**src/hw/rtl/assert_macros.svh**
```systemverilog
// Assertion macros for the RTL of the ray pick block.
// Needs nothing else; included by files that carry assertions.
`ifndef ASSERT_MACROS_SVH
`define ASSERT_MACROS_SVH

// Property that must hold at every clock edge outside reset
`define NPR_ASSERT(label, clk, rst, prop, msg) \
  label: assert property (@(posedge clk) disable iff (rst) prop) else $error(msg);

// Condition that must never be seen outside reset
`define NPR_NEVER(label, clk, rst, cond, msg) \
  `NPR_ASSERT(label, clk, rst, !(cond), msg)

`endif

```
**src/hw/rtl/npr_pkg.sv**
```systemverilog
// Shared types and constants of the ray pick block.
// No dependencies; imported by every module of the block.
package npr_pkg;

  // Configuration register indexes
  typedef logic [2:0] reg_idx_t;
  localparam reg_idx_t REG_ORIGIN_X = 3'd0;
  localparam reg_idx_t REG_ORIGIN_Y = 3'd1;
  localparam reg_idx_t REG_ORIGIN_Z = 3'd2;
  localparam reg_idx_t REG_DIR_X    = 3'd3;
  localparam reg_idx_t REG_DIR_Y    = 3'd4;
  localparam reg_idx_t REG_DIR_Z    = 3'd5;
  localparam reg_idx_t REG_THRESH   = 3'd6;

  // Bits of the multiplier operand consumed per cycle
  localparam int MUL_CHUNK = 16;

  // Distance engine states
  typedef enum logic [4:0] {
    ST_IDLE  = 5'b00001,
    ST_MUL   = 5'b00010,
    ST_DRAIN = 5'b00100,
    ST_ROOT  = 5'b01000,
    ST_DONE  = 5'b10000
  } dist_state_t;

  // Multiplier operand sources
  typedef enum logic [3:0] {
    SRC_DX, SRC_DY, SRC_DZ,
    SRC_FX, SRC_FY, SRC_FZ,
    SRC_CX, SRC_CY, SRC_CZ
  } src_sel_t;

  // Where the accumulator goes after an op
  typedef enum logic [2:0] {
    KEEP_NONE, KEEP_CX, KEEP_CY, KEEP_CZ, KEEP_C2, KEEP_D2
  } keep_sel_t;

  typedef struct packed {
    src_sel_t  a;
    src_sel_t  b;
    logic      neg;    // subtract product
    logic      first;  // clear accumulator first
    keep_sel_t keep;
  } mul_op_t;

  localparam int NUM_OPS = 12;
  typedef logic [3:0] op_idx_t;
  localparam op_idx_t LAST_OP = 4'(NUM_OPS - 1);

  // Cross product, its squared length, then squared direction length
  localparam mul_op_t OP_TABLE [NUM_OPS] = '{
    '{SRC_DY, SRC_FZ, 1'b0, 1'b1, KEEP_NONE},
    '{SRC_DZ, SRC_FY, 1'b1, 1'b0, KEEP_CX},
    '{SRC_DZ, SRC_FX, 1'b0, 1'b1, KEEP_NONE},
    '{SRC_DX, SRC_FZ, 1'b1, 1'b0, KEEP_CY},
    '{SRC_DX, SRC_FY, 1'b0, 1'b1, KEEP_NONE},
    '{SRC_DY, SRC_FX, 1'b1, 1'b0, KEEP_CZ},
    '{SRC_CX, SRC_CX, 1'b0, 1'b1, KEEP_NONE},
    '{SRC_CY, SRC_CY, 1'b0, 1'b0, KEEP_NONE},
    '{SRC_CZ, SRC_CZ, 1'b0, 1'b0, KEEP_C2},
    '{SRC_DX, SRC_DX, 1'b0, 1'b1, KEEP_NONE},
    '{SRC_DY, SRC_DY, 1'b0, 1'b0, KEEP_NONE},
    '{SRC_DZ, SRC_DZ, 1'b0, 1'b0, KEEP_D2}
  };

endpackage

```
**src/hw/rtl/npr_queue.sv**
```systemverilog
// Two-entry queue between the front end and the distance engine.
// Depends on npr_pkg.
module npr_queue #(
  parameter int DATA_W = 196
) (
  input  logic              clk,
  input  logic              rst,
  input  logic              in_valid,
  output logic              in_ready,
  input  logic [DATA_W-1:0] in_data,
  output logic              out_valid,
  input  logic              out_ready,
  output logic [DATA_W-1:0] out_data
);
  import npr_pkg::*;

  logic [DATA_W-1:0] mem [2];
  logic              wr_ptr;
  logic              rd_ptr;
  logic [1:0]        count;
  logic              push;
  logic              pop;

  assign in_ready  = (count != 2'd2);
  assign out_valid = (count != 2'd0);
  assign out_data  = mem[rd_ptr];
  assign push      = in_valid && in_ready;
  assign pop       = out_valid && out_ready;

  // Pointers and fill count
  always_ff @(posedge clk) begin
    if (rst) begin
      wr_ptr <= 1'b0;
      rd_ptr <= 1'b0;
      count  <= 2'd0;
    end else begin
      if (push) wr_ptr <= !wr_ptr;
      if (pop)  rd_ptr <= !rd_ptr;
      count <= count + 2'(push) - 2'(pop);
    end
  end

  // Entry storage
  always_ff @(posedge clk) begin
    if (push) mem[wr_ptr] <= in_data;
  end
endmodule

```
**config.mk**
```make
export PLATFORM = sky130hd
export DESIGN_NAME = npr_queue
export DESIGN_NICKNAME = d
export VERILOG_FILES = /design/src/hw/rtl/assert_macros.svh /design/src/hw/rtl/npr_pkg.sv /design/src/hw/rtl/npr_queue.sv
export SDC_FILE = /design/constraint.sdc
export NUM_CORES = 1
export LEC_CHECK = 0
export BUFFER_PORTS_ARGS = -buffer_cell sky130_fd_sc_hd__buf_2
export CORE_UTILIZATION = 30
export CTS_BUF_LIST = sky130_fd_sc_hd__clkbuf_8 sky130_fd_sc_hd__clkbuf_16
export DETAILED_ROUTE_END_ITERATION = 10
export GPL_TIMING_DRIVEN = 1
export PLACE_DENSITY = 0.59
export SLEW_MARGIN = 25
export SYNTH_ARGS = -nofsm -noshare
export SYNTH_HDL_FRONTEND = slang
export SYNTH_SLANG_ARGS = --single-unit
export TNS_END_PERCENT = 20
```
**constraint.sdc**
```tcl
create_clock -name clk -period 5.8 [get_ports clk]
set_clock_uncertainty 0.1 [all_clocks]
set_input_delay 0.29 -clock clk [delete_from_list [all_inputs] [get_ports clk]]
set_output_delay 0.29 -clock clk [all_outputs]
set_load 0.01 [all_outputs]
```
-- After elaboration in Yosys (flattened, before gate mapping)
Memory sizes are Yosys's and may differ from the RTL's. A register that Yosys moved wholly into a read port is not among the register bits.
Index checks and enable logic that the tools add are counted.
W data, S select, Z words.
- multipliers: 0
- eq/ne operators: 1
- $lt $le $gt $ge: 0
- reductions and logical operators: 5
- bitwise gates (word level): 0
- muxes and demuxes: 4
- shifts and indexed selects: 0
- add/sub/neg operators: 2
- div/mod/pow operators: 0
- operator list (cell ; count):
    $mux W1 ; 4
    $add A2 B1 Y2 ; 1
    $logic_and A1 B1 Y1 ; 2
    $logic_not A1 Y1 ; 2
    $ne A2 B2 Y1 const B ; 1
    $reduce_bool A2 Y1 ; 1
    $sub A2 B1 Y2 ; 1
- ROM bits: 0
- output and inout port bits: 198
- logic and storage cells: 16
- latch bits: 0
- input port bits: 200
- RAM bits: 392
- memories kept: 1
- register bits after elaboration: 4
- memory list (name ; depth ; width ; rd ports ; clocked after memory_dff ; write ports ; line ; RTL):
    mem ; 2 ; 196 ; 1 ; 1 ; 1 ; npr_queue.sv:17 ; logic [DATA_W-1:0] mem [2];

-- Longest topological paths before layout
- depth in word-level cells: 4
- depth in mapped cells: 6
- gate-level depth less buffers: 6

-- Worst setup path after synthesis
OpenSTA, ideal clock, no wires.
- path type: reg2reg
- start: register count[0]
- end: memory mem[1][0], enable pin
- data arrival time: 5.163 ns
- data required time: 5.118 ns
- stages on the path, launching flop included: 3
- clock period less this slack: 5.845 ns
- library setup time: 0.582 ns
- path buffers: 0
- slack: -0.045 ns
- cells stage by stage: dfxtp_1 nand2b_1 and3_1
- cells in the longest elaborated chain, start to end: 4
- RTL lines (what ; line ; RTL):
    start: declaration ; npr_queue.sv:20 ; logic [1:0] count;
    start signal: assignment ; npr_queue.sv:39 ; count <= count + 2'(push) - 2'(pop);
    $ne A2 B2 Y1 ; npr_queue.sv:24 ; assign in_ready = (count != 2'd2);
    via in_ready ; npr_queue.sv:9 ; output logic in_ready,
    $logic_and A1 B1 Y1 ; npr_queue.sv:27 ; assign push = in_valid && in_ready;
    $mux W1 ; npr_queue.sv:45 ; if (push) mem[wr_ptr] <= in_data;
    $mux W1 (implied by the code) ; npr_queue.sv:45 ;
    end: declaration ; npr_queue.sv:17 ;
The timed path passes the listed nets, and every way through them passes these cells.

==> run metrics <==
status complete, no violations; Syn Area/Cell 23.4 µm²; first-pass GRT wire length roughly 47000 µm; worst slew pin tran 0.917 ns; cell taking the most area after synthesis edfxtp_1; post-synthesis mux area share 0.182; fin area 21000 µm²; DRT iter0 DRCs 343; Post-Synth Simple-Gate Area 0.00585; clock root cell clkbuf_16; Peak Freq between 0.3 and 0.4 GHz; pwr dens 376 nW/µm²; WHS between 0.08 and 0.09 ns; placed wire-length estimate 19300 µm; Final setup viols 0; post-synthesis compound-gate area fraction 0.00292; GRT Resource Usage Total 0.119; GRT Residual Overflow 0; Synth Cell Area 15000 µm²; IO buf count 397; final cell count without fillers 1961; peak supply drop 0.315 mV; proportion of layout cells with a drive suffix above 1 0.510; Max-Cap Viols 0; IO Pins a little under 400; Min Clock Period, post-route ~2.7 ns; clk_lat worst skew 0.54 ns; Util after Layout 0.428; Max FO, Critical Path ~100; synth top area cells edfxtp_1, mux2_4, mux2_2; TNS Setup 0 ns; CTS Buf Count 45; standard-cell row count 81; initial antenna violation count 0; Post-Synth XOR/XNOR Area 0.000585; Seq/Total Area, Yosys 0.793; type of the most critical hold path input port to register; Mapped Cells 639; Power Total 7.91 mW; CTS clock-pin slew for the worst setup and hold paths 0.05 ns; share of the synthesized area in the top cell type 0.786; setup slack at placement 3.22 ns; Core Box Area roughly 49000 µm²; Die ar. about 50000 µm²; Bufs on Longest Clock Path 3; CP Data Required Time 5.41 ns; vias per cell 4.15; worst setup margin 3.12 ns; largest family of logic cells by synthesized area multiplexers; WS Path Type register to output pin; Area Growth Syn to Fin 40.3%; number of diodes 0; Die W 225 µm; Worst setup EP type output pin; nets approximately 1.5k; Starting Density 0.305; DR DRC count 0; Synth Net Count 840; largest net degree at the start of global routing 103; drt wl/cell 16.0 µm; synth warn 0; CTS tree yes; placed insts 1683; CP Launch Type register; Slew Limit Fails 0; unrepaired setup endpoints after global routing false; Die Ht 225 µm; distinct cell type count after synthesis 25; Adder-Cell Fraction of Synth Area 0.000835; flops & latches, synth ~400; Worst EP arrival 2.29 ns; final estimated routing congestion in global placement 0.701; headroom to the max-slew limit 0.389; Placement Cell Area 17700 µm²; Vias 8129; fill count about 4.4k; final worst-path cycle share 0.462; leak pwr about 8 nW; post-route ant nets 0; H-tree depth 2; Clock Sinks 397; vias in the first global route 8784; Pre-antenna DRT Iters 4; drt total wl 31500 µm; Final Hold Viols 0
==> layout make-up <==
| class | count | area, µm² | area share |
|---|---|---|---|
| clock buffers | 47 | 1180 | 0.0560 |
| multi-input cells | 219 | 2890 | 0.138 |
| well taps | 664 | 831 | 0.0395 |
| inverters | 1 | 11.3 | 0.000536 |
| clock inverters | 33 | 178 | 0.00845 |
| flip-flops and latches | 397 | 11900 | 0.565 |
| repair buffers | 600 | 4060 | 0.193 |
==> registers in the layout (all words and copies together), names as in the netlist, named ones only <==
| name | count |
|---|---|
| mem | 392 |
| count | 2 |
| rd_ptr | 1 |
| wr_ptr | 1 |
==> path summary, 6_finish.rpt <==
kind	slack [ns]	end	depth (start not counted)	startpoint
setup / recovery	3.12	out_data[153]	3	register
hold / removal	0.08	register	4	out_ready
setup reg to reg	3.15	mem[0][99]	4	count[0]
hold reg to reg	0.40	register	2	rd_ptr
==> cells in the mapped netlist, drive strengths merged <==
master	n
nor4bb	1
ha	1
o21ai	2
xor2	1
buf	22
mux2	196
edfxtp	392
dfxtp	5
nor3	1
and3	2
nor2	4
nor4	1
nand3b	1
o31a	1
nand2b	1
nand3	1
a21oi	1
a21bo	1
or2	1
inv	1
nor2b	1
and2b	1
o21ba	1
==> timing repair <==
item                                   CTS  global route
hold buffers                           198             0
setup buffers                            0             0
resized for setup                        0             0
endpoints found under the hold margin  397             0
==> power by group <==
| group | leakage [nW] | internal, mW | switching, mW | total (mW) |
|---|---|---|---|---|
| registers | 3.71 | 3.49 | 0.0736 | 3.56 |
| logic | 3.70 | 0.908 | 0.853 | 1.76 |
| clock network | 0.702 | 1.50 | 1.08 | 2.58 |
==> worst max-delay path: stages, from the launching register on <==
cell and delay, ns:
dfxtp_4 0.46, buf_12 0.51, mux2_4 0.37, buf_2 0.15
==> routing by layer <==
| layer | wire [µm] | vias to the layer above | GRT usage |
|---|---|---|---|
| met1 | 12200 | 3988 | 0.132 |
| met5 | 0 | - | 0 |
| met2 | 16200 | 260 | 0.211 |
| met4 | 982 | 0 | 0.0524 |
| li1 | - | 3819 | - |
| met3 | 2060 | 62 | 0.0348 |
==> cells by family after synthesis <==
family | Yosys count
flops | 397
buf+inv | 23
xor+xnor | 1
simple gates | 15
mux | 196
fa+ha+maj | 1
compound gates | 6
==> layout by cell type, fill, tap and decap left out, drive strengths merged <==
cell type and n:
buf 402, edfxtp 392, dlygate4sd3 198, mux2 196, clkbuf 47, inv 15, clkinv 15, dfxtp 5
nor2 4, clkinvlp 3, o21ai 2, and3 2, nand2b 1, and2b 1, o21ba 1, nand3 1
nand3b 1, or2 1, nor2b 1, xor2 1, a21bo 1, a21oi 1, nor4bb 1, nor4 1
o31a 1, nor3 1, ha 1, bufinv 1
Note: power is estimated with default switching activity, not from simulation.
