--- config.mk ---
export PLATFORM = sky130hd
export DESIGN_NAME = npr_front_flat
export DESIGN_NICKNAME = d
export VERILOG_FILES = /design/src/hw/rtl/assert_macros.svh /design/src/hw/rtl/npr_pkg.sv /design/src/hw/rtl/npr_if.sv /design/src/hw/rtl/npr_front.sv /design/src/flat_wrapper.sv
export SDC_FILE = /design/constraint.sdc
export NUM_CORES = 1
export LEC_CHECK = 0
export BUFFER_PORTS_ARGS = -buffer_cell sky130_fd_sc_hd__buf_2
export CORE_MARGIN = 5
export CORE_UTILIZATION = 51
export CTS_CLUSTER_DIAMETER = 60
export DETAILED_ROUTE_END_ITERATION = 7
export PLACE_DENSITY = 0.81
export SLEW_MARGIN = 20
export SYNTH_ARGS = -nofsm -noshare
export SYNTH_HDL_FRONTEND = slang
export SYNTH_SLANG_ARGS = --single-unit
--- constraint.sdc ---
create_clock -name clk -period 6.3 [get_ports clk]
set_input_delay 0 -clock clk [delete_from_list [all_inputs] [get_ports clk]]
set_output_delay 0 -clock clk [all_outputs]
set_load 0.01 [all_outputs]
--- src/hw/rtl/assert_macros.svh ---
// Assertion macros for the RTL of the ray pick block.
// Needs nothing else; included by files that carry assertions.
`ifndef ASSERT_MACROS_SVH
`define ASSERT_MACROS_SVH

// Property that must hold at every clock edge outside reset
`define NPR_ASSERT(label, clk, rst, prop, msg) \
  label: assert property (@(posedge clk) disable iff (rst) prop) else $error(msg);

// Condition that must never be seen outside reset
`define NPR_NEVER(label, clk, rst, cond, msg) \
  `NPR_ASSERT(label, clk, rst, !(cond), msg)

`endif

--- src/hw/rtl/npr_pkg.sv ---
// Shared types and constants of the ray pick block.
// No dependencies; imported by every module of the block.
package npr_pkg;

  // Configuration register indexes
  typedef logic [2:0] reg_idx_t;
  localparam reg_idx_t REG_ORIGIN_X = 3'd0;
  localparam reg_idx_t REG_ORIGIN_Y = 3'd1;
  localparam reg_idx_t REG_ORIGIN_Z = 3'd2;
  localparam reg_idx_t REG_DIR_X    = 3'd3;
  localparam reg_idx_t REG_DIR_Y    = 3'd4;
  localparam reg_idx_t REG_DIR_Z    = 3'd5;
  localparam reg_idx_t REG_THRESH   = 3'd6;

  // Bits of the multiplier operand consumed per cycle
  localparam int MUL_CHUNK = 16;

  // Distance engine states
  typedef enum logic [4:0] {
    ST_IDLE  = 5'b00001,
    ST_MUL   = 5'b00010,
    ST_DRAIN = 5'b00100,
    ST_ROOT  = 5'b01000,
    ST_DONE  = 5'b10000
  } dist_state_t;

  // Multiplier operand sources
  typedef enum logic [3:0] {
    SRC_DX, SRC_DY, SRC_DZ,
    SRC_FX, SRC_FY, SRC_FZ,
    SRC_CX, SRC_CY, SRC_CZ
  } src_sel_t;

  // Where the accumulator goes after an op
  typedef enum logic [2:0] {
    KEEP_NONE, KEEP_CX, KEEP_CY, KEEP_CZ, KEEP_C2, KEEP_D2
  } keep_sel_t;

  typedef struct packed {
    src_sel_t  a;
    src_sel_t  b;
    logic      neg;    // subtract product
    logic      first;  // clear accumulator first
    keep_sel_t keep;
  } mul_op_t;

  localparam int NUM_OPS = 12;
  typedef logic [3:0] op_idx_t;
  localparam op_idx_t LAST_OP = 4'(NUM_OPS - 1);

  // Cross product, its squared length, then squared direction length
  localparam mul_op_t OP_TABLE [NUM_OPS] = '{
    '{SRC_DY, SRC_FZ, 1'b0, 1'b1, KEEP_NONE},
    '{SRC_DZ, SRC_FY, 1'b1, 1'b0, KEEP_CX},
    '{SRC_DZ, SRC_FX, 1'b0, 1'b1, KEEP_NONE},
    '{SRC_DX, SRC_FZ, 1'b1, 1'b0, KEEP_CY},
    '{SRC_DX, SRC_FY, 1'b0, 1'b1, KEEP_NONE},
    '{SRC_DY, SRC_FX, 1'b1, 1'b0, KEEP_CZ},
    '{SRC_CX, SRC_CX, 1'b0, 1'b1, KEEP_NONE},
    '{SRC_CY, SRC_CY, 1'b0, 1'b0, KEEP_NONE},
    '{SRC_CZ, SRC_CZ, 1'b0, 1'b0, KEEP_C2},
    '{SRC_DX, SRC_DX, 1'b0, 1'b1, KEEP_NONE},
    '{SRC_DY, SRC_DY, 1'b0, 1'b0, KEEP_NONE},
    '{SRC_DZ, SRC_DZ, 1'b0, 1'b0, KEEP_D2}
  };

endpackage

--- src/hw/rtl/npr_if.sv ---
// Stream interfaces of the ray pick block: points in, pick results out.
// No dependencies.
interface npr_point_if #(parameter int W = 32);
  logic                valid;
  logic                ready;
  logic signed [W-1:0] point_x;
  logic signed [W-1:0] point_y;
  logic signed [W-1:0] point_z;
  logic                last_point;
  modport source (output valid, point_x, point_y, point_z, last_point, input ready);
  modport sink   (input valid, point_x, point_y, point_z, last_point, output ready);
endinterface


--- src/hw/rtl/npr_front.sv ---
// Front end: takes points, forms offsets from the ray origin, tags run end.
// Depends on npr_pkg and npr_point_if.
module npr_front #(
  parameter int W = 32
) (
  input  logic                clk,
  input  logic                rst,
  npr_point_if.sink           points,
  input  logic signed [W-1:0] origin_x,
  input  logic signed [W-1:0] origin_y,
  input  logic signed [W-1:0] origin_z,
  output logic                item_valid,
  input  logic                item_ready,
  output logic [6*W+3:0]      item_data
);
  import npr_pkg::*;

  logic signed [W:0] fx, fy, fz;

  assign points.ready = !item_valid || item_ready;

  // Offsets are one bit wider than the coordinates
  assign fx = {points.point_x[W-1], points.point_x} - {origin_x[W-1], origin_x};
  assign fy = {points.point_y[W-1], points.point_y} - {origin_y[W-1], origin_y};
  assign fz = {points.point_z[W-1], points.point_z} - {origin_z[W-1], origin_z};

  // Stage valid
  always_ff @(posedge clk) begin
    if (rst) begin
      item_valid <= 1'b0;
    end else if (points.ready) begin
      item_valid <= points.valid;
    end
  end

  // Stage payload
  always_ff @(posedge clk) begin
    if (points.valid && points.ready) begin
      item_data <= {points.last_point, points.point_x, points.point_y, points.point_z,
                    fx, fy, fz};
    end
  end
endmodule

--- src/flat_wrapper.sv ---
// flat-port wrapper written by rule: the top's interface ports become plain ports
module npr_front_flat import npr_pkg::*;
#(
  parameter int W = 32
)
  (clk, rst, origin_x, origin_y, origin_z, item_valid, item_ready, item_data, points_valid, points_point_x, points_point_y, points_point_z, points_last_point, points_ready);
  npr_point_if #(.W(W)) points_i ();
  input  logic clk;
  input  logic rst;
  input  logic signed [W-1:0] origin_x;
  input  logic signed [W-1:0] origin_y;
  input  logic signed [W-1:0] origin_z;
  output logic item_valid;
  input  logic item_ready;
  output logic [6*W+3:0] item_data;
  input wire logic [$bits(points_i.valid)-1:0] points_valid;
  input wire logic [$bits(points_i.point_x)-1:0] points_point_x;
  input wire logic [$bits(points_i.point_y)-1:0] points_point_y;
  input wire logic [$bits(points_i.point_z)-1:0] points_point_z;
  input wire logic [$bits(points_i.last_point)-1:0] points_last_point;
  output wire logic [$bits(points_i.ready)-1:0] points_ready;
  assign points_i.valid = points_valid;
  assign points_i.point_x = points_point_x;
  assign points_i.point_y = points_point_y;
  assign points_i.point_z = points_point_z;
  assign points_i.last_point = points_last_point;
  assign points_ready = points_i.ready;
  npr_front #(.W(W)) u_core (.clk(clk), .rst(rst), .points(points_i), .origin_x(origin_x), .origin_y(origin_y), .origin_z(origin_z), .item_valid(item_valid), .item_ready(item_ready), .item_data(item_data));
endmodule
======== Word level (Yosys, flattened, before mapping) ========
Cells that the tools add are included.
word-level totals
  register bits after elaboration ......... 197
  word-level logic and storage cells ...... 8
operators by class
  add/sub/neg operators ................... 3
  reductions and logical operators ........ 3
operators with widths
  cell                 number
  $sub A32 B32 Y33     3
  $logic_and A1 B1 Y1  1
  $logic_not A1 Y1     1
  $logic_or A1 B1 Y1   1

======== Longest topological paths before layout ========
Gate-level depths: netlist of run 1.
  depth in word-level cells ............... 3
  gate-level depth with buffers ........... 11
  gate-level depth less buffers ........... 11

======== Worst setup path after synthesis of run 1 ========
No wires, ideal clock.
  kind .................................... reg2reg
  from .................................... register u_core.item_valid
  to ...................................... register u_core.item_data[0], enable pin
  setup time .............................. 581 ps
  arrival ................................. 4996 ps
  data required time ...................... 5719 ps
  setup slack ............................. 722 ps
  cell stages (with the launch flop) ...... 3
  buffers on the path ..................... 0
  period minus slack after synthesis ...... 5578 ps
  cell sequence ........................... dfxtp_1 > nand2b_1 > and2_1
between the ends
  word-level cells in the longest chain between the ends .. 3
RTL lines
  what                      RTL line            source
  start: declaration        npr_front.sv:12     output logic item_valid,
  start signal: assignment  npr_front.sv:32     item_valid <= points.valid;
  $logic_not A1 Y1          npr_front.sv:20     assign points.ready = !item_valid || item_ready;
  $logic_or A1 B1 Y1        npr_front.sv:20
  named net points_ready    flat_wrapper.sv:21  output wire logic [$bits(points_i.ready)-1:0] points_ready;
  $logic_and A1 B1 Y1       npr_front.sv:38     if (points.valid && points.ready) begin
  end signal: assignment    npr_front.sv:39     item_data <= {points.last_point, points.point_x, points.point_y, points.point_z,
  end: declaration          npr_front.sv:14     output logic [6*W+3:0] item_data
The timed path passes the listed nets, and every way through them passes these cells.
A chain may end at the register's enable or synchronous reset.

======== Final worst setup path of run 1 ========
  from .................................... input port points_point_x[0]
  to ...................................... register u_core.item_data[98], data pin
between the ends
  word-level cells in the longest chain between the ends .. 1
RTL lines
  what                     RTL line            source
  start: declaration       flat_wrapper.sv:17  input wire logic [$bits(points_i.point_x)-1:0] points_point_x;
  $sub A32 B32 Y33         npr_front.sv:23     assign fx = {points.point_x[W-1], points.point_x} - {origin_x[W-1], origin_x};
  named net u_core.fx[32]  npr_front.sv:18     logic signed [W:0] fx, fy, fz;
The timed path passes the listed nets, and every way through them passes these cells.

==> flow_summary.yaml, run 1 <==
outcome:
  outcome: "complete, no violations"
drt:
  drt_wl_total_mm: 33.8
  num_vias: 10033
  antenna_left: 0
  drt_first_iter_violations: 686
  wl_per_cell_microns: 18.5
  first_pass_iters: 7
  via_per_inst: 5.50
  drcViolationCount: 0
cells_and_area:
  area_delta_synth_final_pct: 33.7
  final_cell_mix: "buf_2 (394), edfxtp_1 (196), inv_1 (126)"
  nets: 1824
  drive_above_1_share: 0.291
  final_common_cell: "buf_2"
  post-route-util: 0.699
logic_synthesis:
  synth_area_leader_cell: "edfxtp_1"
  yosys.area_share.adder: 0.110
  yosysSeqAreaShare: 0.515
  synth_compound_area_frac: 0.174
  synth_area_leaders: "edfxtp_1 (51%), ha_1 (10%), inv_1 (4.1%), xnor2_1 (4.0%), a21oi_1 (4.0%)"
  muxShareOfSynthArea: 0
  synth_top_family_by_area: "compound AO/OA/AOI/OAI gates"
  synth_edf_count: 196
  post_synth.cell_area_avg_sq_um: 11.1
  synthFlopType: "edfxtp_1"
  synth-xor-area-share: 0.0649
  synthSimpleGateAreaFrac: 0.0877
  syn_nets: 1328
  ys_types: 73
  synth.ff_latch_count: 197
  syn_area_sq_mm: 0.0115
  synth-async-reset-ratio: 0
  yosysTopAreaCellShare: 0.513
  synthCells: 1032
  yosysWarnings: 0
worst_hold_path:
  hold_class: "primary input to register"
  hp-start: "origin_x[1]"
  whs_path_depth: 3
  worstHoldEndpoint: "u_core.item_data[67]"
global_route:
  grt_pass1_wl_mm: 52.3
  grt-ovfl-total: 0
  antenna_found_initial: 2
  grt_start_max_net_pins: 197
  track_usage: 0.254
  grt_pass1_vias: 10127
floorplanning:
  start_util: 0.523
  die_area_sq_mm: 0.0256
  num_rows: 54
  fp.dieW_microns: 160
  ios: 395
  core_area_sq_mm: 0.0220
  fp.dieH_microns: 160
timing:
  timing.fmax_mhz: 348
  drv_slew: 0
  worst_slack_ps: 3430
  min_period_ps: 2870
  setup_viol: 0
  relSlewSlack: 0.293
  tns_ps: 0
  rsz0062_at_grt: "no"
  period_share: 0.456
  skew_ps: 14.6
  hold_viol_final: 0
  tightestPinTransition_ps: 1060
placed_design:
  globalplace.congestion: 0.932
  hpwlAfterDp_mm: 25.2
  numPortBuffers: 394
  place_ws_ps: 3550
critical_path:
  rr_startpoint: "u_core.item_valid"
  timing.reg2reg.setup_slack_ps: 4440
  critPathLaunchType: "primary input"
  critPathMaxFanout: 4
  critPathArrivalTime_ps: 3050
  r2r_cells: 3
  reg2reg_to: "u_core.item_data[12]"
  endpoint_kind: "register"
  crit_type: "primary input to register"
  required_ps: 6480
run:
  drv_cap: 0
power_and_ir_drop:
  seqPwrFrac: 0.443
  power.switching_mw: 1.13
  p_per_area_mw_per_mm2: 242
  p_sw_frac: 0.302
  ir_drop_mv: 0.169
  power.share.clock: 0.295
  power_frac_comb: 0.262
  p_int_mw: 2.60
  leakage_nw: 7.10
clock_tree:
  cts.path.max_buffers: 2
  cts_tree: "yes"
  root_buffer: "clkbuf_16"
  post_cts_buffers: 0
  clock_latency_ps: 430
  numClockSinks: 197
  htreeDepth: 4
  path_clk_slew_ps: 80
  cts_buffers: 17
-- power by group through the flow --
stage          clock network (mW)  registers [mW]  logic (mW)
2_1_floorplan                   0            1.76       0.502
5_1_grt                      1.18            1.66        1.06
3_3_place_gp                    0            1.67       0.888
3_5_place_dp                    0            1.68       0.909
6_report                     1.10            1.65       0.974
4_1_cts                      1.13            1.65       0.964
-- Yosys cell counts, types with 7 or more instances --
library cell and instances:
nand2b_1 9, o21a_1 13, xor2_1 32, nand3_1 18
o21bai_1 15, a211oi_1 10, a21o_1 46, nand2_1 76
o21ai_0 47, nor3_1 7, nor2_1 51, nor2b_1 8
clkbuf_1 14, xnor2_1 53, inv_1 126, ha_1 96
edfxtp_1 196, a21oi_1 91, nand4_1 13
-- flip-flops by register name (all words and copies together) (netlist names) --
register,count
u_core.item_data,196
u_core.item_valid,1
-- metal layers --
layer,track usage,wire length [microns],vias up
li1,-,-,4760
met2,0.449,17000,492
met1,0.296,12800,4685
met4,0.115,1490,2
met3,0.0580,2490,94
met5,0,13,-
-- how the worst max path moves through the flow --
stage / from / to / slack, ps / depth (start not counted)
floorplan: u_core.item_valid / u_core.item_data[0] / 720 / 2
global placement: points_point_y[0] / u_core.item_data[65] / 3590 / 12
detailed placement: points_point_x[0] / u_core.item_data[98] / 3550 / 12
CTS: points_point_x[0] / u_core.item_data[98] / 3490 / 13
global route: points_point_y[0] / u_core.item_data[63] / 3240 / 13
finish: points_point_x[0] / u_core.item_data[98] / 3430 / 13
-- cells by family after synthesis --
group | Yosys count
simple gates | 212
flops | 197
xor+xnor | 85
compound gates | 293
fa+ha+maj | 99
buf+inv | 146
-- worst max-delay path, stage by stage --
cell	delay [ps]
dlygate4sd3_1	530
buf_2	120
inv_1	40
ha_1	220
fa_1	420
nor2b_1	180
o211ai_1	150
a21oi_1	220
o21ai_0	130
a21o_1	220
o41ai_2	410
a21oi_1	130
a211o_1	280
-- area by class of cell --
cell class | count | area, sq um
repair buffers | 497 | 3010
well taps | 280 | 350
clock buffers | 17 | 425
multi-input cells | 689 | 5010
clock inverters | 15 | 163
inverters | 126 | 473
diodes | 2 | 5.00
flip-flops and latches | 197 | 5910
fillers | 1540 | 6610
-- what timing repair did --
item | in CTS | in global routing
hold buffers | 102 | 0
gates resized for setup | 0 | 0
endpoints found under the hold margin | 101 | 0
-- stage by stage --
step / cell area, sq um / instances / hold slack, ps / total power [mW]
4_1_cts: 15300 / 1821 / 10.1 / 3.74
3_3_place_gp: 13700 / 1687 / 162 / 2.56
2_1_floorplan: 11500 / 1032 / 69.1 / 2.26
5_1_grt: 15300 / 1822 / 42.5 / 3.90
3_5_place_dp: 13700 / 1687 / 172 / 2.58
6_report: 15300 / 1823 / 34.4 / 3.72
(Power assumes the default switching activity.)
==> inputs of run 2 (changes only) <==
clock period = 2.7 ns   (was 6.3 ns; I/O delays follow)
==> run 2 against run 1 <==
Effect of this change: register-to-register slack lost 3400 ps; total power grew 130%; die area is the same; flip-flop and latch count is the same; final area grew 1.4%; combinational power grew 140%; clock skew shrank 3.3 ps; cell count grew 0.88%; worst hold slack gained 34 ps; worst setup slack lost 3400 ps; critical path depth shrank 2.
==> flow_summary.yaml, run 2 (synthesized netlist as in run 1, its figures left out) <==
outcome:
  outcome: "complete, no violations"
power_and_ir_drop:
  leakage_nw: 7.21
  p_int_mw: 6.01
  p_per_area_mw_per_mm2: 557
  power_frac_comb: 0.270
  ir_drop_mv: 0.426
  power_mw: 8.67
  p_sw_frac: 0.307
  seqPwrFrac: 0.444
  power.switching_mw: 2.66
  power.share.clock: 0.285
cells_and_area:
  design_area_sq_mm: 0.0156
  largest_register_ffs: 196
  drive_above_1_share: 0.305
  largest-register: "u_core.item_data"
  final_common_cell: "buf_2"
  area_delta_synth_final_pct: 35.6
  seqCellArea_sq_mm: 0.00591
  final_cell_mix: "buf_2 (394), edfxtp_1 (196), inv_1 (126)"
  stdcell_count: 1839
  nets: 1839
  largest_registers: "u_core.item_data (196), u_core.item_valid (1)"
  nFillCells: 1498
  multi_input_area_sq_mm: 0.00509
  post-route-util: 0.708
placed_design:
  globalplace.congestion: 0.922
  numPortBuffers: 394
  place_inst: 1697
  placed_area_sq_mm: 0.0138
  hpwlAfterDp_mm: 26.0
  place_ws_ps: -1.33
drt:
  first_pass_iters: 5
  antenna_left: 0
  drcViolationCount: 0
  wl_per_cell_microns: 19.0
  via_per_inst: 5.49
  num_vias: 10088
  drt_first_iter_violations: 733
  drt_wl_total_mm: 35.0
timing:
  drv_slew: 0
  skew_ps: 11.3
  min_period_ps: 2650
  timing.fmax_mhz: 377
  tightestPinTransition_ps: 671
  tns_ps: 0
  hold_viol_final: 0
  relSlewSlack: 0.552
  period_share: 0.981
  worst_slack_ps: 50.2
  setup_viol: 0
  hold_ws_ps: 68.2
floorplanning:
  core_area_sq_mm: 0.0220
  ios: 395
  start_util: 0.523
  fp.dieH_microns: 160
  die_area_sq_mm: 0.0256
  fp.dieW_microns: 160
  num_rows: 54
clock_tree:
  cts_tree: "yes"
  clock_latency_ps: 430
  numClockSinks: 197
  root_buffer: "clkbuf_16"
  cts.path.max_buffers: 2
  path_clk_slew_ps: 80
  htreeDepth: 4
  cts_buffers: 17
critical_path:
  critPathLaunchType: "primary input"
  required_ps: 2880
  crit_type: "primary input to register"
  critPathArrivalTime_ps: 2830
  endpoint_kind: "register"
  critPathMaxFanout: 6
global_route:
  track_usage: 0.263
  grt_pass1_vias: 10314
  grt_start_max_net_pins: 42
  grt-ovfl-total: 0
  grt_pass1_wl_mm: 54.1
  antenna_found_initial: 3
worst_hold_path:
  hold_class: "primary input to register"
run:
  drv_cap: 0
run 2: changes by cell type in the layout (fill, tap and decap cells not counted), sizes merged:
cell | before | now
bufinv | 1 | 0
diode | 2 | 3
clkbuf | 17 | 18
buf | 395 | 410
run 2: critical path, stage by stage:
cell and delay, ps:
dlygate4sd3_1 560, buf_2 150, ha_1 400, a221oi_1 300, nand2_1 100, a211oi_1 270, a211oi_1 120, nor4b_2 440
and2_1 240, a21oi_1 100, xnor2_1 150
run 2: what timing repair did:
action | in CTS | in global routing
resized for setup | 0 | 21
setup endpoints to repair | 0 | 17
endpoints found under the hold margin | 101 | 0
setup buffers | 0 | 5
hold buffers | 102 | 0
run 2: final cells by class:
cell class | count | share of cell area
clock inverter | 14 | 0.00917
sequential | 197 | 0.380
clock buffer | 18 | 0.0276
inverter | 126 | 0.0304
tap | 280 | 0.0225
multi-input combinational | 689 | 0.327
antenna | 3 | 0.000483
timing repair buffer | 512 | 0.203
run 2: final timing paths:
check	from	depth (start not counted)	to	slack, ps
max	points_point_y[14]	11	u_core.item_data[60]	50
min	origin_x[1]	3	u_core.item_data[67]	70
max reg2reg	u_core.item_valid	3	u_core.item_data[68]	1000
min reg2reg	u_core.item_valid	2	u_core.item_data[142]	1040
run 2: routing by layer:
metal | track usage | routed length (microns) | vias to the layer above
met5 | 0 | 13 | -
met4 | 0.114 | 1400 | 2
met3 | 0.0639 | 2660 | 92
met2 | 0.475 | 18000 | 471
met1 | 0.295 | 12900 | 4724
li1 | - | - | 4799
run 2: power groups by stage:
| stage | clock network (mW) | registers (mW) | logic (mW) |
|---|---|---|---|
| 6_report | 2.47 | 3.85 | 2.34 |
| 3_5_place_dp | 0 | 3.91 | 2.15 |
| 4_1_cts | 2.53 | 3.85 | 2.28 |
| 3_3_place_gp | 0 | 3.91 | 2.10 |
| 2_1_floorplan | 0 | 4.07 | 1.17 |
| 5_1_grt | 2.63 | 3.87 | 2.55 |
